### src/rtl/phc_pkg.sv
// shared types and constants of the periodic timer heap
`default_nettype none

package phc_pkg;

    // field widths fixed by the interface
    localparam int DUE_W   = 48;
    localparam int IVL_W   = 32;
    localparam int TAG_W   = 8;
    localparam int ORDER_W = 16;
    localparam int KIND_W  = 2;
    localparam int CNT_W   = 5;

    // insertion rank at which the held timers get renumbered
    localparam logic [ORDER_W-1:0] ORDER_WRAP = 16'hFFFF;

    // largest due time, the saturation value of a reload
    localparam logic [DUE_W-1:0] DUE_MAX = 48'hFFFF_FFFF_FFFF;

    // result kinds
    localparam logic [KIND_W-1:0] KIND_ADDED    = 2'd0;
    localparam logic [KIND_W-1:0] KIND_REJECTED = 2'd1;
    localparam logic [KIND_W-1:0] KIND_FIRED    = 2'd2;
    localparam logic [KIND_W-1:0] KIND_NONE_DUE = 2'd3;

    // request codes
    localparam logic FUNC_ADD  = 1'b0;
    localparam logic FUNC_TICK = 1'b1;

    // one stored timer
    typedef struct packed {
        logic [DUE_W-1:0]   due;
        logic [IVL_W-1:0]   ivl;
        logic [TAG_W-1:0]   tag;
        logic [ORDER_W-1:0] order;
        logic               epoch;
    } entry_t;

endpackage

`default_nettype wire

### src/rtl/phc_store.sv
// timer slot memory with one write port and one registered read port
`default_nettype none

module phc_store #(
    parameter int CAPACITY = 16,
    parameter int AW       = 4
) (
    input  wire logic            clk,
    input  wire logic            we,
    input  wire logic [AW-1:0]   waddr,
    input  wire phc_pkg::entry_t wdata,
    input  wire logic            re,
    input  wire logic [AW-1:0]   raddr,
    output phc_pkg::entry_t      rdata
);

    phc_pkg::entry_t mem [CAPACITY];

    // write port
    always_ff @(posedge clk)
    begin
        if (we)
        begin
            mem[waddr] <= wdata;
        end
    end

    // read port, registered
    always_ff @(posedge clk)
    begin
        if (re)
        begin
            rdata <= mem[raddr];
        end
    end

endmodule

`default_nettype wire

### src/rtl/phc_ctrl.sv
// sequencer: scans, removes, reinserts and renumbers timers in the slot memory
`default_nettype none

module phc_ctrl #(
    parameter int CAPACITY           = 16,
    parameter int MAX_FIRES_PER_TICK = 16,
    parameter int AW                 = 4
) (
    input  wire logic                            clk,
    input  wire logic                            rst_n,
    input  wire logic                            start,
    input  wire logic                            func,
    input  wire logic [phc_pkg::DUE_W-1:0]       due_time,
    input  wire logic [phc_pkg::IVL_W-1:0]       reload_interval,
    input  wire logic [phc_pkg::TAG_W-1:0]       timer_tag,
    input  wire logic [phc_pkg::DUE_W-1:0]       current_time,
    output logic                                 busy,
    output logic                                 result_valid,
    output logic [phc_pkg::KIND_W-1:0]           kind,
    output logic [phc_pkg::TAG_W-1:0]            fired_tag,
    output logic [phc_pkg::DUE_W-1:0]            fired_due_time,
    output logic [phc_pkg::CNT_W-1:0]            pending_count,
    output logic                                 last,
    output logic                                 mem_we,
    output logic [AW-1:0]                        mem_waddr,
    output phc_pkg::entry_t                      mem_wdata,
    output logic                                 mem_re,
    output logic [AW-1:0]                        mem_raddr,
    input  wire phc_pkg::entry_t                 mem_rdata
);

    localparam int CW = $clog2(CAPACITY + 1);
    localparam int NW = $clog2(MAX_FIRES_PER_TICK + 1);
    localparam logic [CW-1:0] CAP_N = CW'(CAPACITY);
    localparam logic [NW-1:0] MAX_N = NW'(MAX_FIRES_PER_TICK);

    typedef enum logic [3:0] {
        S_IDLE,
        S_ADD,
        S_SCAN,
        S_PICK,
        S_MOVE_RD,
        S_MOVE_WR,
        S_REINS,
        S_FIRED,
        S_RN_START,
        S_RN_CHK,
        S_RN_WR
    } state_t;

    state_t state_reg, state_next;

    logic [CW-1:0]             held_reg, held_next;
    logic [phc_pkg::ORDER_W-1:0] ctr_reg, ctr_next;
    logic                      epoch_reg, epoch_next;
    logic [NW-1:0]             n_reg, n_next;
    logic                      tick_mode_reg, tick_mode_next;
    logic [CW-1:0]             issue_reg, issue_next;
    logic                      rdv_reg, rdv_next;
    logic [AW-1:0]             rdidx_reg, rdidx_next;
    logic                      have_reg, have_next;
    phc_pkg::entry_t           best_reg, best_next;
    logic [AW-1:0]             bidx_reg, bidx_next;
    logic [CW-1:0]             rnk_reg, rnk_next;
    logic                      ret_reins_reg, ret_reins_next;
    logic [phc_pkg::DUE_W-1:0] due_reg, due_next;
    logic [phc_pkg::IVL_W-1:0] ivl_reg, ivl_next;
    logic [phc_pkg::TAG_W-1:0] tag_reg, tag_next;
    logic [phc_pkg::DUE_W-1:0] now_reg, now_next;
    logic [phc_pkg::DUE_W-1:0] fdue_reg, fdue_next;
    logic [phc_pkg::IVL_W-1:0] fivl_reg, fivl_next;
    logic [phc_pkg::TAG_W-1:0] ftag_reg, ftag_next;
    logic [phc_pkg::TAG_W-1:0] ptag_reg, ptag_next;
    logic [phc_pkg::DUE_W-1:0] pdue_reg, pdue_next;
    logic [CW-1:0]             pcnt_reg, pcnt_next;
    logic                      ov_reg, ov_next;
    logic [phc_pkg::KIND_W-1:0] okind_reg, okind_next;
    logic [phc_pkg::TAG_W-1:0] otag_reg, otag_next;
    logic [phc_pkg::DUE_W-1:0] odue_reg, odue_next;
    logic [CW-1:0]             ocnt_reg, ocnt_next;
    logic                      olast_reg, olast_next;

    logic                      cand_elig;
    logic                      cand_better;
    logic [phc_pkg::DUE_W:0]   reload_sum;
    logic [phc_pkg::DUE_W-1:0] reload_due;
    logic [CW-1:0]             held_m1;

    // candidate compare for the running minimum of a scan
    always_comb
    begin
        cand_elig = tick_mode_reg || (mem_rdata.epoch != epoch_reg);
        if (!have_reg)
        begin
            cand_better = 1'b1;
        end
        else if (tick_mode_reg)
        begin
            cand_better = (mem_rdata.due < best_reg.due) ||
                          ((mem_rdata.due == best_reg.due) &&
                           (mem_rdata.order < best_reg.order));
        end
        else
        begin
            cand_better = mem_rdata.order < best_reg.order;
        end
    end

    // saturating reload of a fired timer
    assign reload_sum = {1'b0, fdue_reg} + {{(phc_pkg::DUE_W + 1 - phc_pkg::IVL_W){1'b0}},
                                              fivl_reg};
    assign reload_due = reload_sum[phc_pkg::DUE_W] ? phc_pkg::DUE_MAX
                                                    : reload_sum[phc_pkg::DUE_W-1:0];
    assign held_m1    = held_reg - 1'b1;

    // next state and memory control
    always_comb
    begin
        state_next     = state_reg;
        held_next      = held_reg;
        ctr_next       = ctr_reg;
        epoch_next     = epoch_reg;
        n_next         = n_reg;
        tick_mode_next = tick_mode_reg;
        issue_next     = issue_reg;
        rdv_next       = 1'b0;
        rdidx_next     = rdidx_reg;
        have_next      = have_reg;
        best_next      = best_reg;
        bidx_next      = bidx_reg;
        rnk_next       = rnk_reg;
        ret_reins_next = ret_reins_reg;
        due_next       = due_reg;
        ivl_next       = ivl_reg;
        tag_next       = tag_reg;
        now_next       = now_reg;
        fdue_next      = fdue_reg;
        fivl_next      = fivl_reg;
        ftag_next      = ftag_reg;
        ptag_next      = ptag_reg;
        pdue_next      = pdue_reg;
        pcnt_next      = pcnt_reg;
        ov_next        = 1'b0;
        okind_next     = okind_reg;
        otag_next      = otag_reg;
        odue_next      = odue_reg;
        ocnt_next      = ocnt_reg;
        olast_next     = olast_reg;
        mem_we         = 1'b0;
        mem_waddr      = held_reg[AW-1:0];
        mem_wdata      = mem_rdata;
        mem_re         = 1'b0;
        mem_raddr      = issue_reg[AW-1:0];

        case (state_reg)
            S_IDLE:
            begin
                if (start)
                begin
                    due_next      = due_time;
                    ivl_next      = reload_interval;
                    tag_next      = timer_tag;
                    now_next      = current_time;
                    n_next        = '0;
                    issue_next    = '0;
                    have_next     = 1'b0;
                    tick_mode_next = 1'b1;
                    if (func == phc_pkg::FUNC_ADD)
                    begin
                        state_next = S_ADD;
                    end
                    else
                    begin
                        state_next = S_SCAN;
                    end
                end
            end

            // add transaction: reject, renumber first, or write the new slot
            S_ADD:
            begin
                if (held_reg == CAP_N)
                begin
                    ov_next    = 1'b1;
                    okind_next = phc_pkg::KIND_REJECTED;
                    otag_next  = '0;
                    odue_next  = '0;
                    ocnt_next  = held_reg;
                    olast_next = 1'b1;
                    state_next = S_IDLE;
                end
                else if (ctr_reg == phc_pkg::ORDER_WRAP)
                begin
                    ret_reins_next = 1'b0;
                    state_next     = S_RN_START;
                end
                else
                begin
                    mem_we          = 1'b1;
                    mem_waddr       = held_reg[AW-1:0];
                    mem_wdata.due   = due_reg;
                    mem_wdata.ivl   = ivl_reg;
                    mem_wdata.tag   = tag_reg;
                    mem_wdata.order = ctr_reg;
                    mem_wdata.epoch = epoch_reg;
                    ctr_next        = ctr_reg + 1'b1;
                    held_next       = held_reg + 1'b1;
                    ov_next         = 1'b1;
                    okind_next      = phc_pkg::KIND_ADDED;
                    otag_next       = '0;
                    odue_next       = '0;
                    ocnt_next       = held_reg + 1'b1;
                    olast_next      = 1'b1;
                    state_next      = S_IDLE;
                end
            end

            // streaming scan over the held slots, one read per cycle
            S_SCAN:
            begin
                if (rdv_reg && cand_elig && cand_better)
                begin
                    have_next = 1'b1;
                    best_next = mem_rdata;
                    bidx_next = rdidx_reg;
                end
                if (issue_reg < held_reg)
                begin
                    mem_re     = 1'b1;
                    mem_raddr  = issue_reg[AW-1:0];
                    rdv_next   = 1'b1;
                    rdidx_next = issue_reg[AW-1:0];
                    issue_next = issue_reg + 1'b1;
                end
                else if (!rdv_reg)
                begin
                    state_next = tick_mode_reg ? S_PICK : S_RN_WR;
                end
            end

            // decide whether the earliest timer fires
            S_PICK:
            begin
                if (have_reg && (best_reg.due <= now_reg))
                begin
                    if (n_reg != '0)
                    begin
                        ov_next    = 1'b1;
                        okind_next = phc_pkg::KIND_FIRED;
                        otag_next  = ptag_reg;
                        odue_next  = pdue_reg;
                        ocnt_next  = pcnt_reg;
                        olast_next = 1'b0;
                    end
                    fdue_next = best_reg.due;
                    fivl_next = best_reg.ivl;
                    ftag_next = best_reg.tag;
                    held_next = held_m1;
                    if (bidx_reg != held_m1[AW-1:0])
                    begin
                        state_next = S_MOVE_RD;
                    end
                    else if (best_reg.ivl != '0)
                    begin
                        state_next = S_REINS;
                    end
                    else
                    begin
                        state_next = S_FIRED;
                    end
                end
                else
                begin
                    ov_next    = 1'b1;
                    olast_next = 1'b1;
                    if (n_reg == '0)
                    begin
                        okind_next = phc_pkg::KIND_NONE_DUE;
                        otag_next  = '0;
                        odue_next  = '0;
                        ocnt_next  = held_reg;
                    end
                    else
                    begin
                        okind_next = phc_pkg::KIND_FIRED;
                        otag_next  = ptag_reg;
                        odue_next  = pdue_reg;
                        ocnt_next  = pcnt_reg;
                    end
                    state_next = S_IDLE;
                end
            end

            // fill the freed slot with the final entry
            S_MOVE_RD:
            begin
                mem_re     = 1'b1;
                mem_raddr  = held_reg[AW-1:0];
                state_next = S_MOVE_WR;
            end

            S_MOVE_WR:
            begin
                mem_we     = 1'b1;
                mem_waddr  = bidx_reg;
                mem_wdata  = mem_rdata;
                state_next = (fivl_reg != '0) ? S_REINS : S_FIRED;
            end

            // reinsert a periodic timer with a fresh rank
            S_REINS:
            begin
                if (ctr_reg == phc_pkg::ORDER_WRAP)
                begin
                    ret_reins_next = 1'b1;
                    state_next     = S_RN_START;
                end
                else
                begin
                    mem_we          = 1'b1;
                    mem_waddr       = held_reg[AW-1:0];
                    mem_wdata.due   = reload_due;
                    mem_wdata.ivl   = fivl_reg;
                    mem_wdata.tag   = ftag_reg;
                    mem_wdata.order = ctr_reg;
                    mem_wdata.epoch = epoch_reg;
                    ctr_next        = ctr_reg + 1'b1;
                    held_next       = held_reg + 1'b1;
                    state_next      = S_FIRED;
                end
            end

            // hold the fired result until the next decision marks it last or not, or emit it as last at the fire limit
            S_FIRED:
            begin
                n_next    = n_reg + 1'b1;
                ptag_next = ftag_reg;
                pdue_next = fdue_reg;
                pcnt_next = held_reg;
                if ((n_reg + 1'b1) == MAX_N)
                begin
                    ov_next    = 1'b1;
                    okind_next = phc_pkg::KIND_FIRED;
                    otag_next  = ftag_reg;
                    odue_next  = fdue_reg;
                    ocnt_next  = held_reg;
                    olast_next = 1'b1;
                    state_next = S_IDLE;
                end
                else
                begin
                    tick_mode_next = 1'b1;
                    issue_next     = '0;
                    have_next      = 1'b0;
                    state_next     = S_SCAN;
                end
            end

            // renumber: flip the epoch, then rank entries one minimum at a time
            S_RN_START:
            begin
                epoch_next = ~epoch_reg;
                rnk_next   = '0;
                state_next = S_RN_CHK;
            end

            S_RN_CHK:
            begin
                if (rnk_reg == held_reg)
                begin
                    ctr_next   = phc_pkg::ORDER_W'(held_reg);
                    state_next = ret_reins_reg ? S_REINS : S_ADD;
                end
                else
                begin
                    tick_mode_next = 1'b0;
                    issue_next     = '0;
                    have_next      = 1'b0;
                    state_next     = S_SCAN;
                end
            end

            S_RN_WR:
            begin
                mem_we          = 1'b1;
                mem_waddr       = bidx_reg;
                mem_wdata       = best_reg;
                mem_wdata.order = phc_pkg::ORDER_W'(rnk_reg);
                mem_wdata.epoch = epoch_reg;
                rnk_next        = rnk_reg + 1'b1;
                state_next      = S_RN_CHK;
            end

            default:
            begin
                state_next = S_IDLE;
            end
        endcase
    end

    // control state
    always_ff @(posedge clk or negedge rst_n)
    begin
        if (!rst_n)
        begin
            state_reg     <= S_IDLE;
            held_reg      <= '0;
            ctr_reg       <= '0;
            epoch_reg     <= 1'b0;
            n_reg         <= '0;
            tick_mode_reg <= 1'b1;
            issue_reg     <= '0;
            rdv_reg       <= 1'b0;
            have_reg      <= 1'b0;
            rnk_reg       <= '0;
            ret_reins_reg <= 1'b0;
            ov_reg        <= 1'b0;
        end
        else
        begin
            state_reg     <= state_next;
            held_reg      <= held_next;
            ctr_reg       <= ctr_next;
            epoch_reg     <= epoch_next;
            n_reg         <= n_next;
            tick_mode_reg <= tick_mode_next;
            issue_reg     <= issue_next;
            rdv_reg       <= rdv_next;
            have_reg      <= have_next;
            rnk_reg       <= rnk_next;
            ret_reins_reg <= ret_reins_next;
            ov_reg        <= ov_next;
        end
    end

    // payload registers
    always_ff @(posedge clk)
    begin
        rdidx_reg <= rdidx_next;
        best_reg  <= best_next;
        bidx_reg  <= bidx_next;
        due_reg   <= due_next;
        ivl_reg   <= ivl_next;
        tag_reg   <= tag_next;
        now_reg   <= now_next;
        fdue_reg  <= fdue_next;
        fivl_reg  <= fivl_next;
        ftag_reg  <= ftag_next;
        ptag_reg  <= ptag_next;
        pdue_reg  <= pdue_next;
        pcnt_reg  <= pcnt_next;
        okind_reg <= okind_next;
        otag_reg  <= otag_next;
        odue_reg  <= odue_next;
        ocnt_reg  <= ocnt_next;
        olast_reg <= olast_next;
    end

    // result ports
    assign busy           = state_reg != S_IDLE;
    assign result_valid   = ov_reg;
    assign kind           = okind_reg;
    assign fired_tag      = otag_reg;
    assign fired_due_time = odue_reg;
    assign pending_count  = phc_pkg::CNT_W'(ocnt_reg);
    assign last           = olast_reg;

endmodule

`default_nettype wire

### src/rtl/periodic_timer_heap.sv
// periodic timer heap: top level joining the sequencer and the slot memory
// an add transaction renumbers the held ranks first when the rank counter has wrapped
// a tick scans the N held slots once per fired timer, since the slot memory has a single
// read port; one transaction in flight at a time
// results are single-cycle strobes that the receiver cannot stall
// reset clears the held count and rank counter; slot contents stay undefined
`default_nettype none

module periodic_timer_heap #(
    parameter int CAPACITY           = 16,
    parameter int MAX_FIRES_PER_TICK = 16
) (
    input  wire logic                      clk,
    input  wire logic                      rst_n,
    input  wire logic                      start,
    input  wire logic                      func,
    input  wire logic [phc_pkg::DUE_W-1:0] due_time,
    input  wire logic [phc_pkg::IVL_W-1:0] reload_interval,
    input  wire logic [phc_pkg::TAG_W-1:0] timer_tag,
    input  wire logic [phc_pkg::DUE_W-1:0] current_time,
    output logic                           busy,
    output logic                           result_valid,
    output logic [phc_pkg::KIND_W-1:0]     kind,
    output logic [phc_pkg::TAG_W-1:0]      fired_tag,
    output logic [phc_pkg::DUE_W-1:0]      fired_due_time,
    output logic [phc_pkg::CNT_W-1:0]      pending_count,
    output logic                           last
);

    localparam int AW = (CAPACITY > 1) ? $clog2(CAPACITY) : 1;

    logic            mem_we;
    logic [AW-1:0]   mem_waddr;
    phc_pkg::entry_t mem_wdata;
    logic            mem_re;
    logic [AW-1:0]   mem_raddr;
    phc_pkg::entry_t mem_rdata;

    // sequencer
    phc_ctrl #(
        .CAPACITY           (CAPACITY),
        .MAX_FIRES_PER_TICK (MAX_FIRES_PER_TICK),
        .AW                 (AW)
    ) u_ctrl (
        .clk             (clk),
        .rst_n           (rst_n),
        .start           (start),
        .func            (func),
        .due_time        (due_time),
        .reload_interval (reload_interval),
        .timer_tag       (timer_tag),
        .current_time    (current_time),
        .busy            (busy),
        .result_valid    (result_valid),
        .kind            (kind),
        .fired_tag       (fired_tag),
        .fired_due_time  (fired_due_time),
        .pending_count   (pending_count),
        .last            (last),
        .mem_we          (mem_we),
        .mem_waddr       (mem_waddr),
        .mem_wdata       (mem_wdata),
        .mem_re          (mem_re),
        .mem_raddr       (mem_raddr),
        .mem_rdata       (mem_rdata)
    );

    // slot memory
    phc_store #(
        .CAPACITY (CAPACITY),
        .AW       (AW)
    ) u_store (
        .clk   (clk),
        .we    (mem_we),
        .waddr (mem_waddr),
        .wdata (mem_wdata),
        .re    (mem_re),
        .raddr (mem_raddr),
        .rdata (mem_rdata)
    );

endmodule

`default_nettype wire

### config.mk
export PLATFORM = sky130hd
export DESIGN_NAME = periodic_timer_heap
export DESIGN_NICKNAME = d
export VERILOG_FILES = /design/src/rtl/phc_pkg.sv /design/src/rtl/phc_store.sv /design/src/rtl/phc_ctrl.sv /design/src/rtl/periodic_timer_heap.sv
export SDC_FILE = /design/constraint.sdc
export NUM_CORES = 2
export LEC_CHECK = 0
export BUFFER_PORTS_ARGS = -buffer_cell sky130_fd_sc_hd__buf_2
export CORE_MARGIN = 2
export CORE_UTILIZATION = 40
export DETAILED_ROUTE_END_ITERATION = 16
export PLACE_DENSITY = 0.59
export SLEW_MARGIN = 15
export SYNTH_ARGS = -nofsm -noshare
export SYNTH_HDL_FRONTEND = slang
export SYNTH_HIERARCHICAL = 1
export SYNTH_SLANG_ARGS = --single-unit
### constraint.sdc
create_clock -name clk -period 12.05 [get_ports clk]
set_input_delay 0.6025 -clock clk [delete_from_list [all_inputs] [get_ports clk]]
set_output_delay 0.6025 -clock clk [all_outputs]
set_load 0.01 [all_outputs]
==> metrics.md <==
| Metric | Value |
|---|---|
| CTS resizes | 0 |
| Worst Setup Slack post-DPL | 6.48 ns |
| Largest area contributor in the netlist | edfxtp_1 |
| Nets | 5,412 |
| Clock-pin slew on the worst setup and hold paths | 0.06 ns |
| Final setup viols | 0 |
| Syn Nets | 4,967 |
| Clk_skew | 0.0690 ns |
| CP max-delay cell | buf_4 |
| Number of port buffers | 205 |
| Clk sinks | 2,292 |
| Pwr Total | 26,300 uW |
| #FFs+latches synth | 2,292 |
| Most common cell after layout, fill and taps aside | edfxtp_1 |
| CTS tree | yes |
| Area growth syn-to-layout | 15.5% |
| Post-DP HPWL | 144,000 um |
| 1st-pass router iterations | 13 |
| LEAKAGE | 0.0345 uW |
| Die width | 480 um |
| Hold-fix buffers, CTS | 137 |
| Via density | 5.87 |
| Drt total wl | 258,000 um |
| Max Slew Vio Count | 0 |
| Crit Path Class | reg2reg |
| Worst-path cell chain | ha_1, nand3_1, nor2_1, nand4_1, nand2_1, a211o_4, o21ai_0, or3b_2, nor3_2, buf_4, buf_4 |
| Inserted Clock Buffers | 231 |
| Total setup buffers inserted after CTS | 0 |
| Met3 Track Usage GR | 3.36% |
| Overflow after GRT | 0 |
| Routed length per instance | 31.0 um |
| Critical Path Most Common Cell | buf_4 |
| Mapped Cells | 4,672 |
| CP Max Fanout | 56 |
| Initial antenna violation count | 10 |
| Die area | 0.230 sq mm |
| Fmax | 178 MHz |
| M2 GR Usage | 35.5% |
| Post-synth ARST share | 2.01% |
| Clock latency on the worst-skew pair | 0.91 ns |
| Commonest non-fill, non-tap cells in the layout | edfxtp_1, mux4_2, nand2_1, clkbuf_16, a22oi_1 |
| GRT Util Overall | 22.2% |
| Most common flop cell mapped by yosys | edfxtp_1 |
| Core ar. | 0.225 sq mm |
| Setup TNS Final | 0 ns |
| Worst Tran Pin Value | 1.21 ns |
| Post-layout min period | 5.61 ns |
| Residual DRC count | 0 |
| Util after Layout | 46.5% |
| Fin worst setup slack | 6.44 ns |
| Root Buffer | clkbuf_16 |
| Peak supply drop | 316 uV |
| Pwr per Cell Area | 251 mW/mm^2 |
| # IOs | 206 |
| Synth Cell Area | 0.0907 sq mm |
| Detailed-route via count | 48,853 |
| Sequential share of the synthesized area | 75.7% |
| # rows | 174 |
| Class of the worst hold path | in2reg |
| Worst setup SP type | flop |
| Unrepaired setup endpoints after global routing | no |
| Mean post-synth cell area | 19.4 sq um |
| Largest net degree at the start of global routing | 106 |
| Die H | 480 um |
| Final ANT Viol Nets | 0 |
| Layout cells sized above 1 | 21.5% |
| Largest cells by area after synthesis | edfxtp_1, mux4_2, ha_1 |
| First-pass GRT wire length | 364,000 um |
| DRT iter0 DRCs | 5,951 |
| GRT met1 Usage | 30.9% |
| Gpl congestion | 0.902 |
| GR peak layer | met2 |
| Final Hold Vio Count | 0 |
| Slowest Stage Delay on Critical Path | 0.80 ns |
| Longest Clk Path Bufs | 3 |
| Yosys warns | 6 |
| Status | completed |
| Worst Path Required | 12.54 ns |
| # H-tree levels | 4 |
| Design Area, Final | 0.105 sq mm |
| Critical Path AT | 6.10 ns |
| Number of global-route vias before repair | 48,322 |
| Number of flops mapped to enable cells by yosys | 2,246 |
| Slew headroom | 19.5% |
| Critical path capture point type | flop |
| Final Cycle Share | 46.6% |
| Max reg flops | 1,680 |
| Post-synth top area share | 74.4% |
| DP Area | 0.0953 sq mm |
| Effective utilization at floorplan | 40.3% |
| Cell variety after synth | 81 |
| Maxcap violations | 0 |
==> cells by family (layout without fill, tap and decap cells) <==
logic type | after synthesis | in the layout | synth area share, %
DFF | 2292 | 2292 | 75.7
AOI/OAI and AO/OA | 754 | 754 | 6.07
and+or+nand+nor | 602 | 602 | 3.00
muxes | 436 | 436 | 10.6
buffers and inverters | 370 | 1020 | 1.89
adders and majority gates | 155 | 155 | 2.15
xor gates and xnor gates | 63 | 63 | 0.609
other | 0 | 3 | 0
==> per-layer routing <==
metal	vias to the layer above	share of wire [%]
met1	25884	41
met3	433	7.5
met5	-	0.023
met4	8	3.9
met2	2299	48
li1	20229	-
==> layout make-up <==
| class | count | area, sq um |
|---|---|---|
| Antenna cell | 3 | 7.51 |
| Clock buffer | 254 | 5910 |
| Clock inverter | 184 | 2070 |
| Fill cell | 18826 | 120000 |
| Inverter | 143 | 542 |
| Multi-Input combinational cell | 2010 | 20600 |
| Sequential cell | 2292 | 68600 |
| Tap cell | 2992 | 3740 |
| Timing Repair Buffer | 439 | 3250 |
==> Yosys cell counts (42+ instances only) <==
cell and n:
edfxtp_1 2246, mux4_2 420, nand2_1 318, a22oi_1 212
ha_1 154, inv_1 142, o21ai_0 115, clkbuf_1 107
a21oi_1 94, nor2_1 92, a222oi_1 85, a22o_1 62
a21o_1 57, dfrtp_1 45, nand4_1 42
==> metrics by stage <==
step	cells	hold slack (ns)
floorplan	4672	0.307
global placement	7737	0.402
detailed placement	7738	0.410
CTS	8313	0.0985
global route	8314	0.158
finish	8317	0.177
==> where the power goes <==
part,total (uW),switching [uW],leakage (uW),internal [uW]
clock,7470,3160,0.00382,4310
combinational,6700,4390,0.00971,2320
sequential,12100,616,0.0210,11500
total,26300,8170,0.0345,18100
==> critical path: cells and delay by family (launching register included) <==
kind / cells / cell delay [ns]
simple gates: 6 / 1.82
buf+inv: 2 / 1.56
compound gates: 2 / 1.03
flops: 1 / 0.46
fa+ha+maj: 1 / 0.27
==> worst paths after layout <==
check | slack [ns] | from | depth (start not counted) | to
setup / recovery | 6.44 | u_ctrl/ctr_reg[0]$_DFFE_PN0P_ | 11 | u_store/mem[0][24]$_DFFE_PP_
hold / removal | 0.18 | start | 3 | u_ctrl/state_reg[1]$_DFFE_PN0P_
setup reg to reg | 6.44 | u_ctrl/ctr_reg[0]$_DFFE_PN0P_ | 11 | u_store/mem[0][24]$_DFFE_PP_
hold reg to reg | 0.43 | u_ctrl/best_reg[19]$_DFFE_PP_ | 0 | u_ctrl/ftag_reg[2]$_DFFE_PP_
max in group asynchronous | 11.00 | rst_n | 3 | u_ctrl/n_reg[1]$_DFFE_PN0P_
min in group asynchronous | 0.46 | rst_n | 3 | u_ctrl/state_reg[2]$_DFFE_PN0P_
Power figures use the tool's default switching activity.
